File: src/design/sal_pkg.sv
// ---------------------------------------------------------------------------
// sal_pkg
// Shared constants, payload structs and controller/datapath interface types
// for the suffix array and LCP builder.
// ---------------------------------------------------------------------------
`default_nettype none

package sal_pkg;

  localparam int unsigned MAX_LEN    = 64;
  localparam int unsigned ALPHABET   = 30;

  localparam int unsigned SYM_W      = 5;
  localparam int unsigned POS_W      = $clog2(MAX_LEN + 1);
  localparam int unsigned K_W        = POS_W + 1;
  localparam int unsigned LCP_W      = 6;

  localparam int unsigned TXT_DEPTH  = MAX_LEN + 2;
  localparam int unsigned TXT_AW     = $clog2(TXT_DEPTH);
  localparam int unsigned RANK_DEPTH = MAX_LEN + 1;
  localparam int unsigned RK_AW      = $clog2(RANK_DEPTH);
  localparam int unsigned BUCKETS    = ALPHABET + MAX_LEN + 2;
  localparam int unsigned CNT_AW     = $clog2(BUCKETS);
  localparam int unsigned IDX_W      = (CNT_AW > POS_W) ? CNT_AW : POS_W;

  typedef struct packed {
    logic [SYM_W-1:0] symbol;
    logic             final_symbol;
  } sal_in_t;

  typedef struct packed {
    logic [POS_W-1:0] suffix_start;
    logic [LCP_W-1:0] common_prefix;
    logic             last_result;
  } sal_out_t;

  typedef enum logic [11:0] {
    PH_IDLE  = 12'b0000_0000_0001,
    PH_CLR   = 12'b0000_0000_0010,
    PH_CNT   = 12'b0000_0000_0100,
    PH_PFX   = 12'b0000_0000_1000,
    PH_DIST  = 12'b0000_0001_0000,
    PH_YTAIL = 12'b0000_0010_0000,
    PH_YSA   = 12'b0000_0100_0000,
    PH_RANK  = 12'b0000_1000_0000,
    PH_CHECK = 12'b0001_0000_0000,
    PH_FR    = 12'b0010_0000_0000,
    PH_LCP   = 12'b0100_0000_0000,
    PH_EMIT  = 12'b1000_0000_0000
  } phase_e;

  typedef struct packed {
    phase_e phase;
    logic   first;  // initial single-symbol sort, before any doubling round
  } sal_cmd_t;

  typedef struct packed {
    logic done;     // current phase finished this cycle
    logic stop;     // ranks all distinct or step past text length
  } sal_status_t;

endpackage

`default_nettype wire

File: src/design/suffix_array_lcp_builder.sv
// Loading accepts one symbol per cycle while idle; the final symbol starts construction.
// Each doubling round makes two bucket-memory sweeps plus per-element
// multi-cycle passes; up to log2(n)+1 rounds.
// The LCP pass visits each suffix and compares one more character per match;
// emit presents one result at a time and holds while the receiver stalls. One text is processed at a time.
// Async active-low reset returns to an empty text; memories are not cleared.
// ---------------------------------------------------------------------------
// suffix_array_lcp_builder
// Suffix array by prefix doubling with counting sort, LCP by Kasai's method.
// ---------------------------------------------------------------------------
`default_nettype none

module suffix_array_lcp_builder (
  input  wire logic              clk_i,
  input  wire logic              rst_ni,
  input  wire logic              in_valid_i,
  output logic                   in_stall_o,
  input  wire sal_pkg::sal_in_t  in_data_i,
  output logic                   out_valid_o,
  input  wire logic              out_stall_i,
  output sal_pkg::sal_out_t      out_data_o
);
  import sal_pkg::*;

  sal_cmd_t    cmd;
  sal_status_t status;
  logic        in_accept;

  assign in_stall_o = (cmd.phase != PH_IDLE);
  assign in_accept  = in_valid_i && !in_stall_o;

  sal_ctrl u_ctrl (
    .clk_i,
    .rst_ni,
    .start_i  (in_accept && in_data_i.final_symbol),
    .status_i (status),
    .cmd_o    (cmd)
  );

  sal_dp u_dp (
    .clk_i,
    .rst_ni,
    .cmd_i       (cmd),
    .status_o    (status),
    .in_accept_i (in_accept),
    .in_data_i,
    .out_stall_i,
    .out_valid_o,
    .out_data_o
  );

endmodule

`default_nettype wire

File: src/design/sal_ram.sv
// ---------------------------------------------------------------------------
// sal_ram
// Generic single-write, single-read RAM with registered read data.
// ---------------------------------------------------------------------------
`default_nettype none

module sal_ram #(
  parameter int unsigned WIDTH = 8,
  parameter int unsigned DEPTH = 16,
  localparam int unsigned AW   = $clog2(DEPTH)
) (
  input  wire logic             clk_i,
  input  wire logic             we_i,
  input  wire logic [AW-1:0]    waddr_i,
  input  wire logic [WIDTH-1:0] wdata_i,
  input  wire logic [AW-1:0]    raddr_i,
  output logic      [WIDTH-1:0] rdata_o
);

  logic [WIDTH-1:0] mem_q [DEPTH];

  always_ff @(posedge clk_i) begin
    if (we_i) begin
      mem_q[waddr_i] <= wdata_i;
    end
    rdata_o <= mem_q[raddr_i];
  end

endmodule

`default_nettype wire

File: src/design/sal_ctrl.sv
// ---------------------------------------------------------------------------
// sal_ctrl
// Phase sequencer: load, doubling rounds, final rank, LCP and emit.
// ---------------------------------------------------------------------------
`default_nettype none

module sal_ctrl (
  input  wire logic                 clk_i,
  input  wire logic                 rst_ni,
  input  wire logic                 start_i,
  input  wire sal_pkg::sal_status_t status_i,
  output sal_pkg::sal_cmd_t         cmd_o
);
  import sal_pkg::*;

  phase_e state_q, state_d;
  logic   first_q, first_d;

  always_comb begin
    state_d = state_q;
    first_d = first_q;
    unique case (state_q)
      PH_IDLE: begin
        if (start_i) begin
          state_d = PH_CLR;
          first_d = 1'b1;
        end
      end
      PH_CLR:   if (status_i.done) state_d = PH_CNT;
      PH_CNT:   if (status_i.done) state_d = PH_PFX;
      PH_PFX:   if (status_i.done) state_d = PH_DIST;
      PH_DIST: begin
        if (status_i.done) begin
          state_d = first_q ? PH_YTAIL : PH_RANK;
          first_d = 1'b0;
        end
      end
      PH_YTAIL: if (status_i.done) state_d = PH_YSA;
      PH_YSA:   if (status_i.done) state_d = PH_CLR;
      PH_RANK:  if (status_i.done) state_d = PH_CHECK;
      PH_CHECK: state_d = status_i.stop ? PH_FR : PH_YTAIL;
      PH_FR:    if (status_i.done) state_d = PH_LCP;
      PH_LCP:   if (status_i.done) state_d = PH_EMIT;
      PH_EMIT:  if (status_i.done) state_d = PH_IDLE;
      default:  state_d = PH_IDLE;
    endcase
  end

  always_ff @(posedge clk_i or negedge rst_ni) begin
    if (!rst_ni) begin
      state_q <= PH_IDLE;
      first_q <= 1'b0;
    end else begin
      state_q <= state_d;
      first_q <= first_d;
    end
  end

  assign cmd_o.phase = state_q;
  assign cmd_o.first = first_q;

endmodule

`default_nettype wire

File: src/design/sal_dp.sv
// ---------------------------------------------------------------------------
// sal_dp
// Datapath: text, rank, bucket, suffix, final rank and LCP memories with
// the per-phase index counters and the output register.
// ---------------------------------------------------------------------------
`default_nettype none

module sal_dp (
  input  wire logic                 clk_i,
  input  wire logic                 rst_ni,
  input  wire sal_pkg::sal_cmd_t    cmd_i,
  output sal_pkg::sal_status_t      status_o,
  input  wire logic                 in_accept_i,
  input  wire sal_pkg::sal_in_t     in_data_i,
  input  wire logic                 out_stall_i,
  output logic                      out_valid_o,
  output sal_pkg::sal_out_t         out_data_o
);
  import sal_pkg::*;

  // memory ports
  logic              t_we;
  logic [TXT_AW-1:0] t_wa, t_ra;
  logic [SYM_W-1:0]  t_wd, t_rd;
  logic              x_we, y_we, a_we, b_we;
  logic [RK_AW-1:0]  x_wa, x_ra, y_wa, y_ra, a_wa, a_ra, b_wa, b_ra;
  logic [POS_W-1:0]  x_wd, y_wd, a_wd, b_wd, x_rd, y_rd, a_rd, b_rd;
  logic              s_we, f_we, l_we, c_we;
  logic [RK_AW-1:0]  s_wa, s_ra, f_wa, f_ra, l_wa, l_ra;
  logic [POS_W-1:0]  s_wd, s_rd, f_wd, f_rd, l_wd, l_rd;
  logic [CNT_AW-1:0] c_wa, c_ra;
  logic [POS_W-1:0]  c_wd, c_rd;

  // control and working registers
  logic [IDX_W-1:0]  i_q, i_d;
  logic [2:0]        sub_q, sub_d;
  logic              fresh_q, fresh_d;
  logic [POS_W-1:0]  len_q, len_d;
  logic [K_W-1:0]    k_q, k_d;
  logic              bank_q, bank_d;
  logic [POS_W-1:0]  p_q, p_d;
  logic [POS_W-1:0]  acc_q, acc_d;
  logic [POS_W-1:0]  key_q, key_d;
  logic [POS_W-1:0]  apos_q, apos_d;
  logic [POS_W-1:0]  ya_q, ya_d;
  logic [POS_W-1:0]  pya_q, pya_d;
  logic [POS_W-1:0]  pyak_q, pyak_d;
  logic [POS_W-1:0]  rank_q, rank_d;
  logic [POS_W-1:0]  h_q, h_d;
  logic [POS_W-1:0]  r_q, r_d;
  logic [POS_W-1:0]  j_q, j_d;
  logic [SYM_W-1:0]  ti_q, ti_d;
  logic              ov_q, ov_d;
  sal_out_t          od_q, od_d;

  logic              done;
  logic              last;
  logic [POS_W-1:0]  ipos;
  logic [K_W-1:0]    ak, ih, jh;
  logic [POS_W-1:0]  yak, nr, h_dec;
  logic [SYM_W-1:0]  sym;
  logic              same;

  sal_ram #(.WIDTH(SYM_W), .DEPTH(TXT_DEPTH)) u_txt (
    .clk_i, .we_i(t_we), .waddr_i(t_wa), .wdata_i(t_wd), .raddr_i(t_ra), .rdata_o(t_rd));
  sal_ram #(.WIDTH(POS_W), .DEPTH(RANK_DEPTH)) u_rka (
    .clk_i, .we_i(a_we), .waddr_i(a_wa), .wdata_i(a_wd), .raddr_i(a_ra), .rdata_o(a_rd));
  sal_ram #(.WIDTH(POS_W), .DEPTH(RANK_DEPTH)) u_rkb (
    .clk_i, .we_i(b_we), .waddr_i(b_wa), .wdata_i(b_wd), .raddr_i(b_ra), .rdata_o(b_rd));
  sal_ram #(.WIDTH(POS_W), .DEPTH(RANK_DEPTH)) u_sa (
    .clk_i, .we_i(s_we), .waddr_i(s_wa), .wdata_i(s_wd), .raddr_i(s_ra), .rdata_o(s_rd));
  sal_ram #(.WIDTH(POS_W), .DEPTH(BUCKETS)) u_cnt (
    .clk_i, .we_i(c_we), .waddr_i(c_wa), .wdata_i(c_wd), .raddr_i(c_ra), .rdata_o(c_rd));
  sal_ram #(.WIDTH(POS_W), .DEPTH(RANK_DEPTH)) u_fr (
    .clk_i, .we_i(f_we), .waddr_i(f_wa), .wdata_i(f_wd), .raddr_i(f_ra), .rdata_o(f_rd));
  sal_ram #(.WIDTH(POS_W), .DEPTH(RANK_DEPTH)) u_lcp (
    .clk_i, .we_i(l_we), .waddr_i(l_wa), .wdata_i(l_wd), .raddr_i(l_ra), .rdata_o(l_rd));

  // current/previous rank arrays swap between the two banks each round
  always_comb begin
    if (!bank_q) begin
      a_we = x_we; a_wa = x_wa; a_wd = x_wd; a_ra = x_ra;
      b_we = y_we; b_wa = y_wa; b_wd = y_wd; b_ra = y_ra;
      x_rd = a_rd; y_rd = b_rd;
    end else begin
      a_we = y_we; a_wa = y_wa; a_wd = y_wd; a_ra = y_ra;
      b_we = x_we; b_wa = x_wa; b_wd = x_wd; b_ra = x_ra;
      x_rd = b_rd; y_rd = a_rd;
    end
  end

  assign last  = (i_q == IDX_W'(len_q));
  assign ipos  = POS_W'(i_q);
  assign ak    = K_W'(apos_q) + k_q;
  assign ih    = K_W'(ipos) + K_W'(h_q);
  assign jh    = K_W'(j_q) + K_W'(h_q);
  assign h_dec = (h_q != '0) ? h_q - POS_W'(1) : '0;
  assign yak   = (ak <= K_W'(len_q)) ? y_rd : '0;
  assign same  = (ya_q == pya_q) && (yak == pyak_q);
  assign nr    = (i_q == IDX_W'(1)) ? POS_W'(1) : rank_q + (same ? POS_W'(0) : POS_W'(1));

  always_comb begin
    if (in_data_i.symbol == '0) begin
      sym = SYM_W'(1);
    end else if (in_data_i.symbol > SYM_W'(ALPHABET)) begin
      sym = SYM_W'(ALPHABET);
    end else begin
      sym = in_data_i.symbol;
    end
  end

  always_comb begin
    t_we = 1'b0; t_wa = '0; t_wd = '0; t_ra = '0;
    x_we = 1'b0; x_wa = '0; x_wd = '0; x_ra = '0;
    y_we = 1'b0; y_wa = '0; y_wd = '0; y_ra = '0;
    s_we = 1'b0; s_wa = '0; s_wd = '0; s_ra = '0;
    c_we = 1'b0; c_wa = '0; c_wd = '0; c_ra = '0;
    f_we = 1'b0; f_wa = '0; f_wd = '0; f_ra = '0;
    l_we = 1'b0; l_wa = '0; l_wd = '0; l_ra = '0;
    i_d = i_q; sub_d = sub_q; fresh_d = fresh_q; len_d = len_q; k_d = k_q;
    bank_d = bank_q; p_d = p_q; acc_d = acc_q; key_d = key_q; apos_d = apos_q;
    ya_d = ya_q; pya_d = pya_q; pyak_d = pyak_q; rank_d = rank_q; h_d = h_q;
    r_d = r_q; j_d = j_q; ti_d = ti_q;
    ov_d = ov_q & out_stall_i;
    od_d = od_q;
    done = 1'b0;

    if (fresh_q && cmd_i.phase != PH_IDLE && cmd_i.phase != PH_CHECK) begin
      fresh_d = 1'b0;
      sub_d   = '0;
      case (cmd_i.phase)
        PH_CLR, PH_PFX: begin
          i_d   = '0;
          acc_d = '0;
        end
        PH_DIST:  i_d = IDX_W'(len_q);
        PH_YTAIL: begin
          i_d = IDX_W'(K_W'(len_q) - k_q + K_W'(1));
          p_d = '0;
        end
        PH_LCP: begin
          i_d = IDX_W'(1);
          h_d = '0;
        end
        default:  i_d = IDX_W'(1);
      endcase
    end else begin
      case (cmd_i.phase)
        PH_IDLE: begin
          if (in_accept_i) begin
            if (len_q < POS_W'(MAX_LEN)) begin
              t_we  = 1'b1;
              t_wa  = TXT_AW'(len_q + POS_W'(1));
              t_wd  = sym;
              len_d = len_q + POS_W'(1);
            end
            if (in_data_i.final_symbol) begin
              k_d     = K_W'(1);
              bank_d  = 1'b0;
              fresh_d = 1'b1;
            end
          end
        end

        PH_CLR: begin
          c_we = 1'b1;
          c_wa = CNT_AW'(i_q);
          if (i_q == IDX_W'(BUCKETS - 1)) done = 1'b1;
          else i_d = i_q + IDX_W'(1);
        end

        PH_CNT: begin
          case (sub_q)
            3'd0: begin
              t_ra  = TXT_AW'(ipos);
              x_ra  = RK_AW'(ipos);
              sub_d = 3'd1;
            end
            3'd1: begin
              key_d = cmd_i.first ? POS_W'(t_rd) : x_rd;
              if (cmd_i.first) begin
                x_we = 1'b1;
                x_wa = RK_AW'(ipos);
                x_wd = POS_W'(t_rd);
              end
              c_ra  = CNT_AW'(key_d);
              sub_d = 3'd2;
            end
            default: begin
              c_we  = 1'b1;
              c_wa  = CNT_AW'(key_q);
              c_wd  = c_rd + POS_W'(1);
              sub_d = 3'd0;
              if (last) done = 1'b1;
              else i_d = i_q + IDX_W'(1);
            end
          endcase
        end

        PH_PFX: begin
          if (sub_q == 3'd0) begin
            c_ra  = CNT_AW'(i_q);
            sub_d = 3'd1;
          end else begin
            acc_d = acc_q + c_rd;
            c_we  = 1'b1;
            c_wa  = CNT_AW'(i_q);
            c_wd  = acc_d;
            sub_d = 3'd0;
            if (i_q == IDX_W'(BUCKETS - 1)) done = 1'b1;
            else i_d = i_q + IDX_W'(1);
          end
        end

        PH_DIST: begin
          case (sub_q)
            3'd0: begin
              y_ra  = RK_AW'(ipos);
              sub_d = 3'd1;
            end
            3'd1: begin
              apos_d = cmd_i.first ? ipos : y_rd;
              x_ra   = RK_AW'(apos_d);
              sub_d  = 3'd2;
            end
            3'd2: begin
              key_d = x_rd;
              c_ra  = CNT_AW'(x_rd);
              sub_d = 3'd3;
            end
            default: begin
              s_we  = 1'b1;
              s_wa  = RK_AW'(c_rd);
              s_wd  = apos_q;
              c_we  = 1'b1;
              c_wa  = CNT_AW'(key_q);
              c_wd  = c_rd - POS_W'(1);
              sub_d = 3'd0;
              if (i_q == IDX_W'(1)) begin
                done = 1'b1;
                if (!cmd_i.first) bank_d = ~bank_q;
              end else begin
                i_d = i_q - IDX_W'(1);
              end
            end
          endcase
        end

        PH_YTAIL: begin
          y_we = 1'b1;
          y_wa = RK_AW'(p_q + POS_W'(1));
          y_wd = ipos;
          p_d  = p_q + POS_W'(1);
          if (last) done = 1'b1;
          else i_d = i_q + IDX_W'(1);
        end

        PH_YSA: begin
          if (sub_q == 3'd0) begin
            s_ra  = RK_AW'(ipos);
            sub_d = 3'd1;
          end else begin
            if (K_W'(s_rd) > k_q) begin
              y_we = 1'b1;
              y_wa = RK_AW'(p_q + POS_W'(1));
              y_wd = POS_W'(K_W'(s_rd) - k_q);
              p_d  = p_q + POS_W'(1);
            end
            sub_d = 3'd0;
            if (last) done = 1'b1;
            else i_d = i_q + IDX_W'(1);
          end
        end

        PH_RANK: begin
          case (sub_q)
            3'd0: begin
              s_ra  = RK_AW'(ipos);
              sub_d = 3'd1;
            end
            3'd1: begin
              apos_d = s_rd;
              y_ra   = RK_AW'(s_rd);
              sub_d  = 3'd2;
            end
            3'd2: begin
              ya_d  = y_rd;
              y_ra  = RK_AW'(ak);
              sub_d = 3'd3;
            end
            default: begin
              x_we   = 1'b1;
              x_wa   = RK_AW'(apos_q);
              x_wd   = nr;
              rank_d = nr;
              pya_d  = ya_q;
              pyak_d = yak;
              sub_d  = 3'd0;
              if (last) begin
                done = 1'b1;
                k_d  = k_q << 1;
              end else begin
                i_d = i_q + IDX_W'(1);
              end
            end
          endcase
        end

        PH_FR: begin
          if (sub_q == 3'd0) begin
            s_ra  = RK_AW'(ipos);
            sub_d = 3'd1;
          end else begin
            f_we  = 1'b1;
            f_wa  = RK_AW'(s_rd);
            f_wd  = ipos;
            sub_d = 3'd0;
            if (last) done = 1'b1;
            else i_d = i_q + IDX_W'(1);
          end
        end

        PH_LCP: begin
          case (sub_q)
            3'd0: begin
              f_ra  = RK_AW'(ipos);
              sub_d = 3'd1;
            end
            3'd1: begin
              r_d = f_rd;
              if (f_rd <= POS_W'(1)) begin
                // first suffix in sorted order has no predecessor
                l_we  = 1'b1;
                l_wa  = RK_AW'(1);
                h_d   = '0;
                sub_d = 3'd0;
                if (last) done = 1'b1;
                else i_d = i_q + IDX_W'(1);
              end else begin
                s_ra  = RK_AW'(f_rd - POS_W'(1));
                sub_d = 3'd2;
              end
            end
            3'd2: begin
              j_d   = s_rd;
              sub_d = 3'd3;
            end
            3'd3: begin
              if (ih <= K_W'(len_q) && jh <= K_W'(len_q)) begin
                t_ra  = TXT_AW'(ih);
                sub_d = 3'd4;
              end else begin
                l_we  = 1'b1;
                l_wa  = RK_AW'(r_q);
                l_wd  = h_q;
                h_d   = h_dec;
                sub_d = 3'd0;
                if (last) done = 1'b1;
                else i_d = i_q + IDX_W'(1);
              end
            end
            3'd4: begin
              ti_d  = t_rd;
              t_ra  = TXT_AW'(jh);
              sub_d = 3'd5;
            end
            default: begin
              if (t_rd == ti_q) begin
                h_d   = h_q + POS_W'(1);
                sub_d = 3'd3;
              end else begin
                l_we  = 1'b1;
                l_wa  = RK_AW'(r_q);
                l_wd  = h_q;
                h_d   = h_dec;
                sub_d = 3'd0;
                if (last) done = 1'b1;
                else i_d = i_q + IDX_W'(1);
              end
            end
          endcase
        end

        PH_EMIT: begin
          s_ra = RK_AW'(ipos);
          l_ra = RK_AW'(ipos);
          if (sub_q == 3'd0) begin
            sub_d = 3'd1;
          end else if (!ov_q || !out_stall_i) begin
            ov_d                = 1'b1;
            od_d.suffix_start   = s_rd;
            od_d.common_prefix  = l_rd[LCP_W-1:0];
            od_d.last_result    = last;
            sub_d               = 3'd0;
            if (last) begin
              done  = 1'b1;
              len_d = '0;
            end else begin
              i_d = i_q + IDX_W'(1);
            end
          end
        end

        default: ;
      endcase
    end

    if (done) fresh_d = 1'b1;
  end

  always_ff @(posedge clk_i or negedge rst_ni) begin
    if (!rst_ni) begin
      i_q     <= '0;
      sub_q   <= '0;
      fresh_q <= 1'b0;
      len_q   <= '0;
      k_q     <= K_W'(1);
      bank_q  <= 1'b0;
      p_q     <= '0;
      rank_q  <= '0;
      ov_q    <= 1'b0;
    end else begin
      i_q     <= i_d;
      sub_q   <= sub_d;
      fresh_q <= fresh_d;
      len_q   <= len_d;
      k_q     <= k_d;
      bank_q  <= bank_d;
      p_q     <= p_d;
      rank_q  <= rank_d;
      ov_q    <= ov_d;
    end
  end

  always_ff @(posedge clk_i) begin
    acc_q  <= acc_d;
    key_q  <= key_d;
    apos_q <= apos_d;
    ya_q   <= ya_d;
    pya_q  <= pya_d;
    pyak_q <= pyak_d;
    h_q    <= h_d;
    r_q    <= r_d;
    j_q    <= j_d;
    ti_q   <= ti_d;
    od_q   <= od_d;
  end

  assign status_o.done = done;
  assign status_o.stop = (rank_q == len_q) || (k_q > K_W'(len_q));
  assign out_valid_o   = ov_q;
  assign out_data_o    = od_q;

`ifndef SYNTHESIS
  a_len_bound: assert property (@(posedge clk_i) disable iff (!rst_ni)
    len_q <= POS_W'(MAX_LEN))
    else $error("text length exceeds maximum");

  a_rank_bound: assert property (@(posedge clk_i) disable iff (!rst_ni)
    (cmd_i.phase == PH_RANK && !fresh_q && sub_q == 3'd3) |-> (IDX_W'(nr) <= i_q))
    else $error("rank exceeds sorted index");

  a_done_pulse: assert property (@(posedge clk_i) disable iff (!rst_ni)
    done |=> !done)
    else $error("phase done held for two cycles");
`endif

endmodule

`default_nettype wire

File: config.mk
export PLATFORM = sky130hd
export DESIGN_NAME = suffix_array_lcp_builder
export DESIGN_NICKNAME = d
export VERILOG_FILES = /design/src/design/sal_pkg.sv /design/src/design/suffix_array_lcp_builder.sv /design/src/design/sal_ram.sv /design/src/design/sal_ctrl.sv /design/src/design/sal_dp.sv
export SDC_FILE = /design/constraint.sdc
export NUM_CORES = 2
export LEC_CHECK = 0
export BUFFER_PORTS_ARGS = -buffer_cell sky130_fd_sc_hd__buf_4
export CAP_MARGIN = 20
export CORE_MARGIN = 5
export CORE_UTILIZATION = 41
export CTS_BUF_LIST = sky130_fd_sc_hd__clkbuf_8
export CTS_CLUSTER_SIZE = 8
export DETAILED_ROUTE_END_ITERATION = 8
export SLEW_MARGIN = 10
export SYNTH_ARGS = -nofsm -noshare
export SYNTH_HDL_FRONTEND = slang
export SYNTH_SLANG_ARGS = --single-unit
File: constraint.sdc
create_clock -name clk_i -period 9.7 [get_ports clk_i]
set_clock_uncertainty 0.15 [all_clocks]
set_input_delay 0.485 -clock clk_i [delete_from_list [all_inputs] [get_ports clk_i]]
set_output_delay 0.485 -clock clk_i [all_outputs]
set_load 0.02 [all_outputs]
==> flow_summary.ini <==
[layout]
drive_gt1_frac = 0.109
syn2layout_area_growth_pct = 10.8
utilization = 0.457
final.fill_count = 30500
instances_no_fill = 15900
nNetsFinal = 11000

[drt]
wirelength_um = 416000
drtIter0Drc = 10600
via_count = 93300
drc_errors = 0
drtAntennaViolNets = 0
wl_per_cell_um = 26.2
firstDrtPassIters = 6
vias_per_cell = 5.88

[synthesis]
synth_nets = 10800
ys_warn_count = 0
synth_edf_count = 3294
synth_most_common_cell = edfxtp_1
async_flop_share = 0.0162
syn_area_mm2 = 0.143
synth_top_area_share = 0.692
synth-seq-area-share = 0.708
synth_largest_area_cell = edfxtp_1
synthCells = 10700
ys_top_cells_by_area = edfxtp_1 (69%), nand2_1 (4.7%), nor2_1 (2.4%)
syn_avg_cell_area_um2 = 13.3
ys_seq_elements = 3395
synth_cell_type_count = 112
synth_flop_cell = edfxtp_1
synth_common_cells = edfxtp_1 (3294), nand2_1 (1781), nor2_1 (933), nand3_1 (454), clkbuf_1 (421)

[power_and_ir_drop]
max-vdd-ir-drop_uv = 165
total_power_mw = 32.3
swShare = 0.286
p_int_mw = 23.0
pwr-share-clk = 0.350
seqPwrFrac = 0.507
p_comb_frac = 0.143
power.leakage_nw = 49.8
p_sw_mw = 9.21
pwr_density_cell_mw_per_mm2 = 203

[timing]
period_share = 0.695
max_freq_ghz = 0.148
finalMaxSlewViolations = 0
setup_slack_ps = 2960
period_minus_slack_ps = 6740
rsz0062_at_grt = false
hold_viol_final = 0
slew_headroom = 0.194
tns_ps = 0
tightestPinTransition_ps = 1200
setup_violations = 0

[critical_path]
path_max_fanout = 27
cp_data_arrival_time_ps = 7170
start_kind = register
criticalPathCategory = register to register
required_ps = 10130
endpoint_kind = register

[die]
die-area_mm2 = 0.361
rows = 216
num_io_pins = 26
initial_core_util = 0.412
fp.coreArea_mm2 = 0.347
die_w_um = 601
die_h_um = 601

[clocking]
cts_sinks = 3395
cts.clk_slew.worst_paths_ps = 60
cts_buffers = 557
cts_root_buffer = clkbuf_8
cts_tree = built
cts_htree_levels = 6
clockBufferDepth = 4
clk_latency_ps = 1050

[placement]
place_congestion = 0.930
dp_hpwl_um = 255000
placed_cells = 14900
dp_worst_setup_slack_ps = 3020
place.port_buffers = 25

[min_path]
hp-class = primary input to register

[outcome]
run_status = finished, final reports clean

[global_routing]
antenna_found_initial = 9
overflow = 0
grt_start_max_net_pins = 170
grt_pass1_wl_um = 610000
first_global_vias = 91700
grt_usage = 0.221

[run]
cap_violations = 0
[layer usage]
metal | wire length, um | vias to the layer above | track usage | part of all wire
li1 | - | 41100 | - | -
met1 | 168000 | 46700 | 0.301 | 0.40
met2 | 196000 | 4568 | 0.357 | 0.47
met3 | 34700 | 881 | 0.0396 | 0.083
met4 | 17000 | 4 | 0.0845 | 0.041
met5 | 23 | - | 0 | 0.000055
[cells in the final DEF (no fill, tap or decap), types with 19 or more instances in the layout]
cell / Yosys / final
edfxtp_1: 3294 / 3294
o221ai_1: 67 / 65
o31ai_1: 33 / 30
dfrtp_1: 53 / 49
clkinv_1: 1 / 80
nor2b_1: 37 / 36
xor2_1: 38 / 38
nand3_1: 454 / 453
a311oi_1: 44 / 44
nand4_1: 63 / 63
inv_1: 65 / 289
and2_2: 0 / 22
mux2_2: 39 / 39
o21a_1: 25 / 23
nor2_1: 933 / 920
nand2b_1: 20 / 19
or3_1: 205 / 205
and2_1: 67 / 44
xnor2_1: 50 / 50
o21ai_0: 307 / 298
ha_1: 88 / 88
a22oi_1: 52 / 52
and3_1: 138 / 137
mux4_2: 128 / 128
nand2_1: 1781 / 1775
o211ai_1: 209 / 209
o21ai_1: 34 / 30
a221oi_1: 37 / 36
dfxtp_1: 46 / 46
a21o_1: 24 / 20
clkbuf_8: 0 / 594
a21oi_1: 369 / 367
buf_4: 18 / 238
nor3_1: 380 / 376
mux2i_1: 272 / 272
o22ai_1: 52 / 52
a31oi_1: 183 / 182
a211oi_1: 100 / 99
nor4_1: 52 / 49
[cells by family (layout without fill, tap and decap cells)]
| kind of cell | count (synthesis) | in the layout | synth area share |
|---|---|---|---|
| fa+ha+maj | 94 | 94 | 0.00854 |
| mux | 441 | 441 | 0.0425 |
| xor+xnor | 88 | 88 | 0.00539 |
| flops | 3395 | 3395 | 0.708 |
| simple gates | 4248 | 4248 | 0.133 |
| buf+inv | 717 | 1271 | 0.0211 |
| other cells | 0 | 3 | 0 |
| compound gates | 1748 | 1748 | 0.0815 |
[power groups by stage]
| stage | Sequential [mW] | Clock, mW | Combinational (mW) |
|---|---|---|---|
| after floorplan | 16.5 | 0 | 2.88 |
| after global placement | 16.6 | 0 | 4.46 |
| after detailed placement | 16.7 | 0 | 4.51 |
| after CTS | 16.4 | 11.5 | 4.53 |
| after global routing | 16.4 | 12.2 | 4.90 |
| final | 16.4 | 11.3 | 4.61 |
[cell type report]
type	instances	area, um2	area share
Multi-Input combinational cell	6619	39400	0.248
Clock buffer	594	8180	0.0516
Timing Repair Buffer	261	2130	0.0135
Sequential cell	3395	101000	0.639
Clock inverter	350	1600	0.0101
Antenna cell	3	7.51	0.0000474
Inverter	66	248	0.00156
Tap cell	4578	5730	0.0361
[worst max-delay path, stage by stage, from the launching register on]
cell,delay [ps]
dfrtp_1,320
buf_4,450
inv_1,90
buf_4,220
fa_1,450
nor2b_1,160
o31a_1,170
o21a_1,120
nor2_1,40
xnor2_1,240
ha_1,300
a21oi_1,200
a21oi_1,130
a21boi_1,360
nand2_1,260
a21oi_1,670
nor2_1,400
o21a_1,230
nor2_1,90
nand3_1,540
nor2_1,650
[timing repair]
item,CTS,global route
endpoints found under the hold margin,71,0
gates resized for setup,0,0
hold buffers,9,0
buffers inserted,0,0
[worst paths after layout]
path | from | to | slack, ps | cells past startpoint
worst max-delay path | u_dp.i_q[1]$_DFFE_PN0P_ | u_dp.u_lcp.mem_q[8][0]$_DFFE_PP_ | 2960 | 20
worst min-delay path | in_data_i[4] | u_dp.u_txt.mem_q[35][3]$_DFFE_PP_ | 150 | 3
worst max register to register | u_dp.i_q[1]$_DFFE_PN0P_ | u_dp.u_lcp.mem_q[8][0]$_DFFE_PP_ | 2960 | 20
worst min register to register | u_dp.u_lcp.rdata_o[1]$_DFF_P_ | u_dp.out_data_o[2]$_DFFE_PP_ | 270 | 0
max in group asynchronous | rst_ni | u_dp.i_q[3]$_DFFE_PN0P_ | 7410 | 5
min in group asynchronous | rst_ni | u_ctrl.first_q$_DFFE_PN0P_ | 600 | 3
[registers in the layout, summed over array words and instances, names as in the netlist, 8 cells and up]
signal            count
u_ctrl.state_q       12
u_dp.k_q              8
u_dp.out_data_o      14
u_dp.u_cnt.mem_q    672
u_dp.u_fr.mem_q     455
u_dp.u_lcp.mem_q    390
u_dp.u_rka.mem_q    455
u_dp.u_rkb.mem_q    455
u_dp.u_sa.mem_q     455
u_dp.u_txt.mem_q    330
[metrics by stage]
step	area (um2)	hold WS, ps
6_report	158000	154
2_1_floorplan	143000	39.4
3_3_place_gp	148000	247
3_5_place_dp	148000	241
4_1_cts	158000	71.5
5_1_grt	158000	129
Power figures use the tool's default switching activity.
